<file path="src/sv/psu_fifo.sv">
module psu_fifo #(
  parameter type T = logic [7:0]
) (
  input  logic clk_i,
  input  logic rst_ni,
  input  logic push_i,
  input  T     din_i,
  output logic full_o,
  input  logic pop_i,
  output T     dout_o,
  output logic empty_o
);

  T           slot_q [2];
  logic       wr_ptr_q, wr_ptr_d;
  logic       rd_ptr_q, rd_ptr_d;
  logic [1:0] cnt_q, cnt_d;
  logic       do_push, do_pop;

  assign full_o  = (cnt_q == 2'd2);
  assign empty_o = (cnt_q == 2'd0);
  assign dout_o  = slot_q[rd_ptr_q];
  assign do_push = push_i & ~full_o;
  assign do_pop  = pop_i & ~empty_o;

  always_comb begin
    wr_ptr_d = wr_ptr_q ^ do_push;
    rd_ptr_d = rd_ptr_q ^ do_pop;
    cnt_d    = cnt_q + {1'b0, do_push} - {1'b0, do_pop};
  end

  always_ff @(posedge clk_i or negedge rst_ni) begin
    if (!rst_ni) begin
      wr_ptr_q <= 1'b0;
      rd_ptr_q <= 1'b0;
      cnt_q    <= 2'd0;
    end else begin
      wr_ptr_q <= wr_ptr_d;
      rd_ptr_q <= rd_ptr_d;
      cnt_q    <= cnt_d;
    end
  end

  always_ff @(posedge clk_i) begin
    if (do_push) begin
      slot_q[wr_ptr_q] <= din_i;
    end
  end

endmodule

</file>
<file path="config.mk">
export PLATFORM = sky130hd
export DESIGN_NAME = psu_fifo
export DESIGN_NICKNAME = d
export VERILOG_FILES = /design/src/sv/psu_fifo.sv
export SDC_FILE = /design/constraint.sdc
export NUM_CORES = 1
export LEC_CHECK = 0
export BUFFER_PORTS_ARGS = -buffer_cell sky130_fd_sc_hd__buf_2
export CAP_MARGIN = 30
export CORE_MARGIN = 1
export CORE_UTILIZATION = 49
export CTS_CLUSTER_SIZE = 10
export DETAILED_ROUTE_END_ITERATION = 16
export PLACE_DENSITY = 0.75
export SLEW_MARGIN = 20
export SYNTH_ARGS = -nofsm -noshare
export SYNTH_HDL_FRONTEND = slang
export SYNTH_SLANG_ARGS = --single-unit
</file>
<file path="constraint.sdc">
create_clock -name clk_i -period 1.72 [get_ports clk_i]
set_input_delay 0.172 -clock clk_i [delete_from_list [all_inputs] [get_ports clk_i]]
set_output_delay 0.172 -clock clk_i [all_outputs]
set_load 0.005 [all_outputs]
</file>
==> impl_metrics.csv <==
group,metric,value,unit
synth,ys_ff_latch,20,
setup_path,crit_path_start_kind,"register",
outcome,violations,"design-rule violations",
floorplan,die_h,43.4,µm
synth,ys_types,13,
clock_network,h-tree-depth,1,
run,drv_cap,0,
floorplan,dieArea,0.00188,mm²
sta,setup_viol_count_final,0,
detailed_routing,drc,7,
synth,synthCells,45,
floorplan,core.rowCount,14,
setup_path,arrival,1.76,ns
floorplan,die_w,43.4,µm
detailed_routing,vias,429,
placement,portBuffers,21,
sta,slew_viol_final,0,
floorplan,start_util,0.539,
clock_network,post_cts_buffers,0,
sta,whs,0.0556,ns
placement,place_congestion,0.682,
finish,fin_nets,87,
detailed_routing,detail-route-antenna-nets,0,
hold_path,holdCritPathClass,"in -> reg",
sta,worst_pin_slew,0.369,ns
detailed_routing,drt_iter0_drc,16,
synth,ys.warnings.count,0,
global_route,grt_max_degree,12,
setup_path,r2r_slack,0.18,ns
clock_network,clkTransAtPathRegs,0.11,ns
global_route,antenna_found_initial,0,
sta,setup_tns,0,ns
sta,worst_slack,0.182,ns
synth,yosysTopAreaCell,"edfxtp_1",
pwr,combPwrFrac,0.337,
pwr,pwr-share-clk,0.147,
setup_path,r2r_cells,6,
setup_path,rr_startpoint,"cnt_q[1]",
sta,hold_violations,0,
setup_path,path_cells,"o21a_2 -> ha_1 -> inv_1 -> ha_1 -> xnor2_1 -> xnor2_1",
synth,synth_seq_area_share,0.692,
detailed_routing,drt_wl_total,1030,µm
global_route,grt_overflow_total,0,
pwr,power.net_switching,0.440,mW
pwr,swShare,0.287,
clock_network,cts-root-buf,"clkbuf_4",
sta,finalClockSkew,0.00448,ns
clock_network,cts_sinks,20,
floorplan,io_pins,22,
sta,relSlewSlack,0.754,
setup_path,r2r-end,"cnt_q[1]",
finish,syn_to_final_growth,18.0,%
sta,rsz0062_at_grt,"false",
detailed_routing,wl_per_cell,12.0,µm
synth,netlist_top_cells_count,"edfxtp_1, mux2_4, dfrtp_1, ha_1, inv_1",
synth,synth_nets,61,
pwr,p_int,1.09,mW
sta,timing.fmax,650,MHz
setup_path,required,1.94,ns
clock_network,cts_tree,"built",
detailed_routing,viasPerCell,4.99,
placement,dp_slack,0.195,ns
sta,min_period,1.54,ns
placement,dp_hpwl,778,µm
synth,synth-async-reset-ratio,0.200,
setup_path,crit_slowest_cell,"dfrtp_1",
synth,synth_area,840,µm²
setup_path,criticalPathCategory,"reg -> reg",
setup_path,crit_path_max_incr_delay,0.43,ns
synth,synth.most_common_cell,"edfxtp_1",
clock_network,clockBufferDepth,2,
finish,n_antenna_cell,0,
global_route,grt_pass1_vias,417,
outcome,status,"finished with violations",
global_route,grt.total_usage,0.135,
setup_path,cp_max_fo,4,
finish,drive_above_1_share,0.500,
clock_network,insertion_delay,0.29,ns
finish,finish.utilization,0.636,
setup_path,cp-end-kind,"register",
pwr,peakVddDrop,1.01,mV
pwr,p_leak,0.441,nW
synth,synthTopCellsByArea,"edfxtp_1, mux2_4, dfrtp_1",
global_route,grt_pass1_wl,1730,µm
synth,yosysTopAreaCellShare,0.572,
synth,synth_edf_count,16,
clock_network,numCtsBuffers,3,
detailed_routing,drt-pass1-iter-count,10,
pwr,seqPwrFrac,0.516,
sta,fin_crit_sh,0.894,
hold_path,whs_endpoint,"slot_q[1][2]",
synth,syn_area_per_cell,18.7,µm²
floorplan,core-area,0.00156,mm²
hold_path,min_from,"din_i[2]",
synth,synth_ff_type,"edfxtp_1",
hold_path,min_delay_path_depth,1,
pwr,powerDensity,1550,mW/mm²
[layer usage]
metal,up-vias,global-route usage,part of all wire
li1,210,-,-
met1,203,0.156,0.45
met2,16,0.218,0.50
met3,0,0.0625,0.047
met4,0,0.0563,0
met5,-,0,0
[power by group through the flow]
stage	registers (mW)	logic, mW	clock network [mW]
finish	0.791	0.517	0.225
global route	0.811	0.573	0.256
CTS	0.792	0.529	0.233
detailed placement	0.803	0.526	0
global placement	0.794	0.514	0
floorplan	0.732	0.445	0
[sequential cells by signal, indices dropped and copies added (netlist names)]
signal	cells
rd_ptr_q	1
cnt_q	2
wr_ptr_q	1
slot_q	16
[kinds of logic after synthesis]
kind of cell | Yosys count | synth area share
AOI/OAI and AO/OA | 1 | 0.0104
buffers and inverters | 5 | 0.0313
xor gates and xnor gates | 3 | 0.0402
adders and majority gates | 4 | 0.0596
DFF | 20 | 0.692
and+or+nand+nor | 4 | 0.0238
muxes | 8 | 0.143
[layout by cell type (no fill, tap or decap)]
cell type / n
nand2_1: 1
buf_2: 21
dfrtp_1: 3
and2_1: 1
clkbuf_1: 1
mux2_4: 8
o21a_2: 1
clkbuf_4: 3
xnor2_1: 2
ha_1: 4
dlygate4sd3_1: 1
inv_1: 4
dfrtp_2: 1
xor2_2: 1
nand2b_1: 1
nor2_1: 1
edfxtp_1: 16
[metrics by stage]
| stage | total power [mW] | cells | instance area [µm²] |
|---|---|---|---|
| after floorplan | 1.18 | 45 | 840 |
| after global placement | 1.31 | 81 | 953 |
| after global routing | 1.64 | 86 | 991 |
| final | 1.53 | 86 | 991 |
| after detailed placement | 1.33 | 81 | 953 |
| after CTS | 1.55 | 86 | 990 |
[layout make-up]
cell class / instances / area, µm²
multi-input cells: 20 / 233
repair buffers: 22 / 115
well taps: 16 / 20.0
clock buffers: 4 / 26.3
flip-flops and latches: 20 / 582
fillers: 121 / 568
inverters: 4 / 15.0
[critical path, delay by kind of cell (launching register included)]
family,cells,cell delay [ns]
adder cells (fa/ha/maj),2,0.45
flip-flops,1,0.43
XOR/XNOR,2,0.30
AO/OA/AOI/OAI,1,0.25
buffers and inverters,1,0.03
[repair_timing]
action                     in CTS  in global routing
setup endpoints to repair       0                  1
hold buffers                    1                  0
resized for setup               0                  1
hold endpoints to repair        4                  0
[worst max path at each step]
stage              from  cells after the start  slack, ns         to
2_1_floorplan  cnt_q[1]                      6       0.25   cnt_q[1]
3_3_place_gp   cnt_q[1]                      6       0.23   cnt_q[1]
3_5_place_dp   cnt_q[1]                      6       0.20   cnt_q[1]
4_1_cts        rd_ptr_q                      2       0.04  dout_o[7]
5_1_grt        cnt_q[1]                      6       0.06   cnt_q[1]
6_report       cnt_q[1]                      6       0.18   cnt_q[1]
Note: power is estimated with default switching activity, not from simulation.
