### config.mk
export PLATFORM = sky130hd
export DESIGN_NAME = psu_front
export DESIGN_NICKNAME = d
export VERILOG_FILES = /design/src/sv/psu_pkg.sv /design/src/sv/psu_front.sv
export SDC_FILE = /design/constraint.sdc
export NUM_CORES = 1
export LEC_CHECK = 0
export BUFFER_PORTS_ARGS = -buffer_cell sky130_fd_sc_hd__buf_4
export CORE_MARGIN = 2
export CORE_UTILIZATION = 50
export DETAILED_ROUTE_END_ITERATION = 10
export PLACE_DENSITY_LB_ADDON = 0.1
export SYNTH_ARGS = -nofsm -noshare
export SYNTH_HDL_FRONTEND = slang
export SYNTH_SLANG_ARGS = --single-unit
### constraint.sdc
create_clock -name clk_i -period 9.6 [get_ports clk_i]
set_input_delay 1.92 -clock clk_i [delete_from_list [all_inputs] [get_ports clk_i]]
set_output_delay 1.92 -clock clk_i [all_outputs]
set_load 0.005 [all_outputs]
### src/sv/psu_pkg.sv
package psu_pkg;

  // Column index width: covers every column of a line of up to 65536 bytes
  localparam int POS_W = 16;
  localparam int CFG_W = 14;

  typedef enum logic [2:0] {
    FILT_NONE  = 3'd0,
    FILT_SUB   = 3'd1,
    FILT_UP    = 3'd2,
    FILT_AVG   = 3'd3,
    FILT_PAETH = 3'd4
  } filt_e;

  typedef enum logic {
    CFG_LINE_BYTES = 1'b0,
    CFG_BPP        = 1'b1
  } cfg_idx_e;

  typedef struct packed {
    logic [7:0] data_byte;
    logic       image_start;
  } in_t;

  typedef struct packed {
    logic [7:0] pixel_byte;
    logic       end_of_line;
    logic       bad_filter;
  } out_t;

  // Work item from the line tracker to the reconstruction pipe
  typedef struct packed {
    logic [7:0]       data;
    logic [POS_W-1:0] pos;
    filt_e            filt;
    logic             first_row;
    logic             last;
    logic             err;
  } op_t;

endpackage

### src/sv/psu_front.sv
module psu_front #(
  parameter int MAX_LINE_BYTES = 8192
) (
  input  logic                       clk_i,
  input  logic                       rst_ni,
  input  logic                       acc_i,
  input  psu_pkg::in_t               item_i,
  input  logic [psu_pkg::CFG_W-1:0]  line_bytes_i,
  output logic                       op_push_o,
  output psu_pkg::op_t               op_o
);
  import psu_pkg::*;

  localparam int AW  = (MAX_LINE_BYTES > 1) ? $clog2(MAX_LINE_BYTES) : 1;
  localparam int LW0 = $clog2(MAX_LINE_BYTES + 1);
  localparam int LW  = (LW0 > CFG_W) ? LW0 : CFG_W;

  logic          halted_q, halted_d;
  logic          await_q, await_d;
  logic          first_q, first_d;
  logic [AW-1:0] pos_q, pos_d;
  filt_e         filt_q, filt_d;

  logic          halted_v, await_v, first_v;
  logic [AW-1:0] pos_v;
  logic [LW-1:0] len_eff, len_cfg, pos_next;
  logic          last;

  always_comb begin
    len_cfg = LW'(line_bytes_i);
    if (len_cfg == '0) begin
      len_eff = LW'(1);
    end else if (len_cfg > LW'(MAX_LINE_BYTES)) begin
      len_eff = LW'(MAX_LINE_BYTES);
    end else begin
      len_eff = len_cfg;
    end
  end

  always_comb begin
    halted_v = halted_q;
    await_v  = await_q;
    first_v  = first_q;
    pos_v    = pos_q;
    // image start restarts the tracker even mid-line or when halted
    if (item_i.image_start) begin
      halted_v = 1'b0;
      await_v  = 1'b1;
      first_v  = 1'b1;
      pos_v    = '0;
    end
    pos_next = LW'(pos_v) + LW'(1);
    last     = (pos_next >= len_eff);

    halted_d  = halted_q;
    await_d   = await_q;
    first_d   = first_q;
    pos_d     = pos_q;
    filt_d    = filt_q;
    op_push_o = 1'b0;
    op_o      = '0;
    op_o.data      = item_i.data_byte;
    op_o.pos       = POS_W'(pos_v);
    op_o.filt      = filt_q;
    op_o.first_row = first_v;
    op_o.last      = last;

    if (acc_i) begin
      halted_d = halted_v;
      await_d  = await_v;
      first_d  = first_v;
      pos_d    = pos_v;
      if (!halted_v) begin
        if (await_v) begin
          if (item_i.data_byte > 8'(FILT_PAETH)) begin
            halted_d  = 1'b1;
            op_push_o = 1'b1;
            op_o.err  = 1'b1;
          end else begin
            filt_d  = filt_e'(item_i.data_byte[2:0]);
            await_d = 1'b0;
            pos_d   = '0;
          end
        end else begin
          op_push_o = 1'b1;
          if (last) begin
            pos_d   = '0;
            await_d = 1'b1;
            first_d = 1'b0;
          end else begin
            pos_d = AW'(pos_next);
          end
        end
      end
    end
  end

  always_ff @(posedge clk_i or negedge rst_ni) begin
    if (!rst_ni) begin
      halted_q <= 1'b0;
      await_q  <= 1'b1;
      first_q  <= 1'b1;
      pos_q    <= '0;
      filt_q   <= FILT_NONE;
    end else begin
      halted_q <= halted_d;
      await_q  <= await_d;
      first_q  <= first_d;
      pos_q    <= pos_d;
      filt_q   <= filt_d;
    end
  end

endmodule

==> summary.md <==
| Metric | Value |
|---|---|
| Run status | `completed` |
| Worst setup SP type | `input port` |
| CP max FO | `22` |
| Count of placed standard cells in the final layout, fillers left out | `290` |
| Async set-reset flop share out of synthesis | `1.00` |
| Row Count | `21` |
| Gate count of the mapped netlist | `203` |
| Worst Max-Slew Pin Slew | `525 ps` |
| Start of the worst register-to-register path | `pos_q[0]$_DFFE_PN0P_` |
| Estimated wirelength of the detail-placed design | `3.14 mm` |
| Number of register bits inferred by synthesis | `19` |
| Synthesized cell area | `0.00169 mm²` |
| Max-capacitance violation count | `0` |
| Clock Tree Buf Depth | `2` |
| Diode insertion count for antenna repair | `0` |
| Reg clk slew, reported paths | `120 ps` |
| Top library cells by usage in the layout, fill and taps aside | `54 x sky130_fd_sc_hd__buf_4, 30 x sky130_fd_sc_hd__nand2_1, 17 x sky130_fd_sc_hd__dfrtp_1` |
| Maximum number of pins on one net before global-route repair | `23` |
| Starting density of the core | `0.515` |
| Area of the die | `0.00386 mm²` |
| Final setup viols | `0` |
| Final hold slack | `514 ps` |
| Clk sink count | `19` |
| Most common cell after layout, fill and taps aside | `sky130_fd_sc_hd__buf_4` |
| Class of the worst hold path | `flop to flop` |
| Chip height | `62.2 µm` |
| Power density over the cells | `79.5 mW/mm²` |
| Arrival time at the worst endpoint | `4920 ps` |
| Kind of critical path | `input port to output pin` |
| TritonCTS buffer count | `3` |
| Number of remaining DRC errors | `0` |
| Number of flops mapped to enable cells by yosys | `0` |
| Headroom to the max-slew limit | `0.650` |
| Post-Route WL | `3.87 mm` |
| Placed Area | `0.00204 mm²` |
| Fraction of layout cells with a size suffix above 1 | `0.295` |
| CORE AREA | `0.00328 mm²` |
| Sequential-to-total area share from yosys stat | `0.283` |
| Number of pins with negative max-slew slack in the final report | `0` |
| Peak ir drop on the vdd network | `30.5 µV` |
| Clock skew | `5.93 ps` |
| Mapped Avg Cell Area | `8.33 µm²` |
| Initial DRT Pass Iterations | `4` |
| Cell leakage power | `1.06 nW` |
| Family of cells with the greatest summed delay on the critical path | `simple AND/OR/NAND/NOR gates` |
| Portion of the clock cycle consumed by the worst path in the final layout | `0.712` |
| Area of all placed cells without fillers | `0.00207 mm²` |
| # placed instances | `286` |
| X dimension of the die | `62.2 µm` |
| Area growth from synthesis to layout | `22.3%` |
| All-layer global routing usage | `0.215` |
| Root Buffer Master | `sky130_fd_sc_hd__clkbuf_4` |
| Final layout net count | `286` |
| Count of boundary I/O pins | `57` |
| CTS H-Tree Depth | `1` |
| Clock network latency to the later pin of the worst-skew pair | `310 ps` |
| Drt first-iter violations | `117` |
| Vias post-DR | `1563` |
| Final setup TNS | `0 ps` |
| Setup repair after global routing missed its margin | `no` |
| Number of nets still failing antenna checks after routing | `0` |
| CP required | `7680 ps` |
| Distinct cell type count after synthesis | `45` |
| Final min period | `6840 ps` |
| Critical Path Sink Type | `output pin` |
| Post-CTS Setup Repair Bufs | `0` |
| Fmax | `146 MHz` |
| CP Launch Point | `item_i[0]` |
| CTS hold repair buffers | `0` |
| Crit path cell chain | `buf_4 -> nor2b_1 -> ha_1 -> and3_1 -> nand3_1 -> nand4b_1 -> xnor2_1 -> ha_1 -> nand4_1 -> nor2_1 -> or4_4 -> a21o_4 -> buf_4` |
| Count of final hold-check violations | `0` |
| Initial antenna violation count | `0` |
| RePlAce Congestion | `0.891` |
| Total buffers and inverters traversed by the critical path | `2` |
| Detail-routed net length per standard cell | `13.3 µm` |
| Count of input and output buffers | `53` |
| Total of warnings raised by yosys | `0` |
| Startpoint of the worst hold path | `pos_q[9]$_DFFE_PN0P_` |
| Vias in the first global route | `1496` |
| Mean number of vias per cell | `5.39` |
| Number of cells upsized or downsized after cts | `0` |
| Largest stage delay on the critical path | `520 ps` |
| Wire length of the first global-routing pass | `6.82 mm` |
| Overflow left after global routing | `0` |
| TritonCTS clock tree | `built` |
| Final Total Pwr | `0.165 mW` |
| Most used flip-flop cell after synthesis | `sky130_fd_sc_hd__dfrtp_1` |
| Cell type of the slowest stage on the worst timing path | `sky130_fd_sc_hd__or4_4` |
## cells in the mapped netlist, types with 6 or more instances
master / count / area share
sky130_fd_sc_hd__nor2_1: 13 / 0.029
sky130_fd_sc_hd__dfrtp_1: 17 / 0.25
sky130_fd_sc_hd__inv_1: 10 / 0.022
sky130_fd_sc_hd__buf_4: 13 / 0.058
sky130_fd_sc_hd__a21oi_1: 13 / 0.038
sky130_fd_sc_hd__and3_1: 7 / 0.026
sky130_fd_sc_hd__nand2_1: 30 / 0.067
sky130_fd_sc_hd__nor2b_1: 10 / 0.037
sky130_fd_sc_hd__a22o_1: 7 / 0.036
sky130_fd_sc_hd__nand3_1: 6 / 0.018
sky130_fd_sc_hd__ha_1: 15 / 0.11
## routing by layer
metal | part of all wire | up-vias | global-route usage
li1 | - | 785 | -
met1 | 0.45 | 714 | 0.295
met2 | 0.46 | 59 | 0.352
met3 | 0.072 | 5 | 0.0326
met4 | 0.012 | 0 | 0.0639
met5 | 0 | - | 0
## worst paths after layout
check	to	slack, ps	cells after the start
worst max-delay path	op_o[1]	2760	13
worst max register to register	pos_q[12]$_DFFE_PN0P_	5780	13
min in group asynchronous	pos_q[9]$_DFFE_PN0P_	1460	1
worst min-delay path	pos_q[9]$_DFFE_PN0P_	510	1
worst min register to register	pos_q[9]$_DFFE_PN0P_	510	1
max in group asynchronous	first_q$_DFFE_PN1P_	7870	1
## per-stage QoR
stage,util,worst slack [ps]
final,0.630,2760
after global routing,0.630,2550
after CTS,0.630,2770
after detailed placement,0.622,2780
after global placement,0.622,2870
after floorplan,-,2810
## sequential cells by signal (all words and copies together), names as in the netlist
| name | flops |
|---|---|
| await_q | 1 |
| halted_q | 1 |
| filt_q | 3 |
| pos_q | 13 |
| first_q | 1 |
## cell type report
cell class / count / area, µm²
tap: 46 / 57.6
clock buffer: 3 / 22.5
sequential: 19 / 478
inverter: 10 / 37.5
timing repair buffer: 54 / 405
clock inverter: 1 / 5.00
multi-input combinational: 157 / 1060
fill: 306 / 1210
## power breakdown
group | internal [mW] | leakage (nW) | switching, mW
registers | 0.0826 | 0.253 | 0.00190
logic | 0.0185 | 0.793 | 0.0186
clock network | 0.0156 | 0.0177 | 0.0273
total | 0.117 | 1.06 | 0.0478
## kinds of logic after synthesis
group                      share of synthesized area
AOI/OAI and AO/OA                              0.184
xor gates and xnor gates                      0.0466
adders and majority gates                      0.111
buffers and inverters                         0.0932
DFF                                            0.283
muxes                                         0.0200
other                                        0.00222
and+or+nand+nor                                0.260
Power figures use the tool's default switching activity.
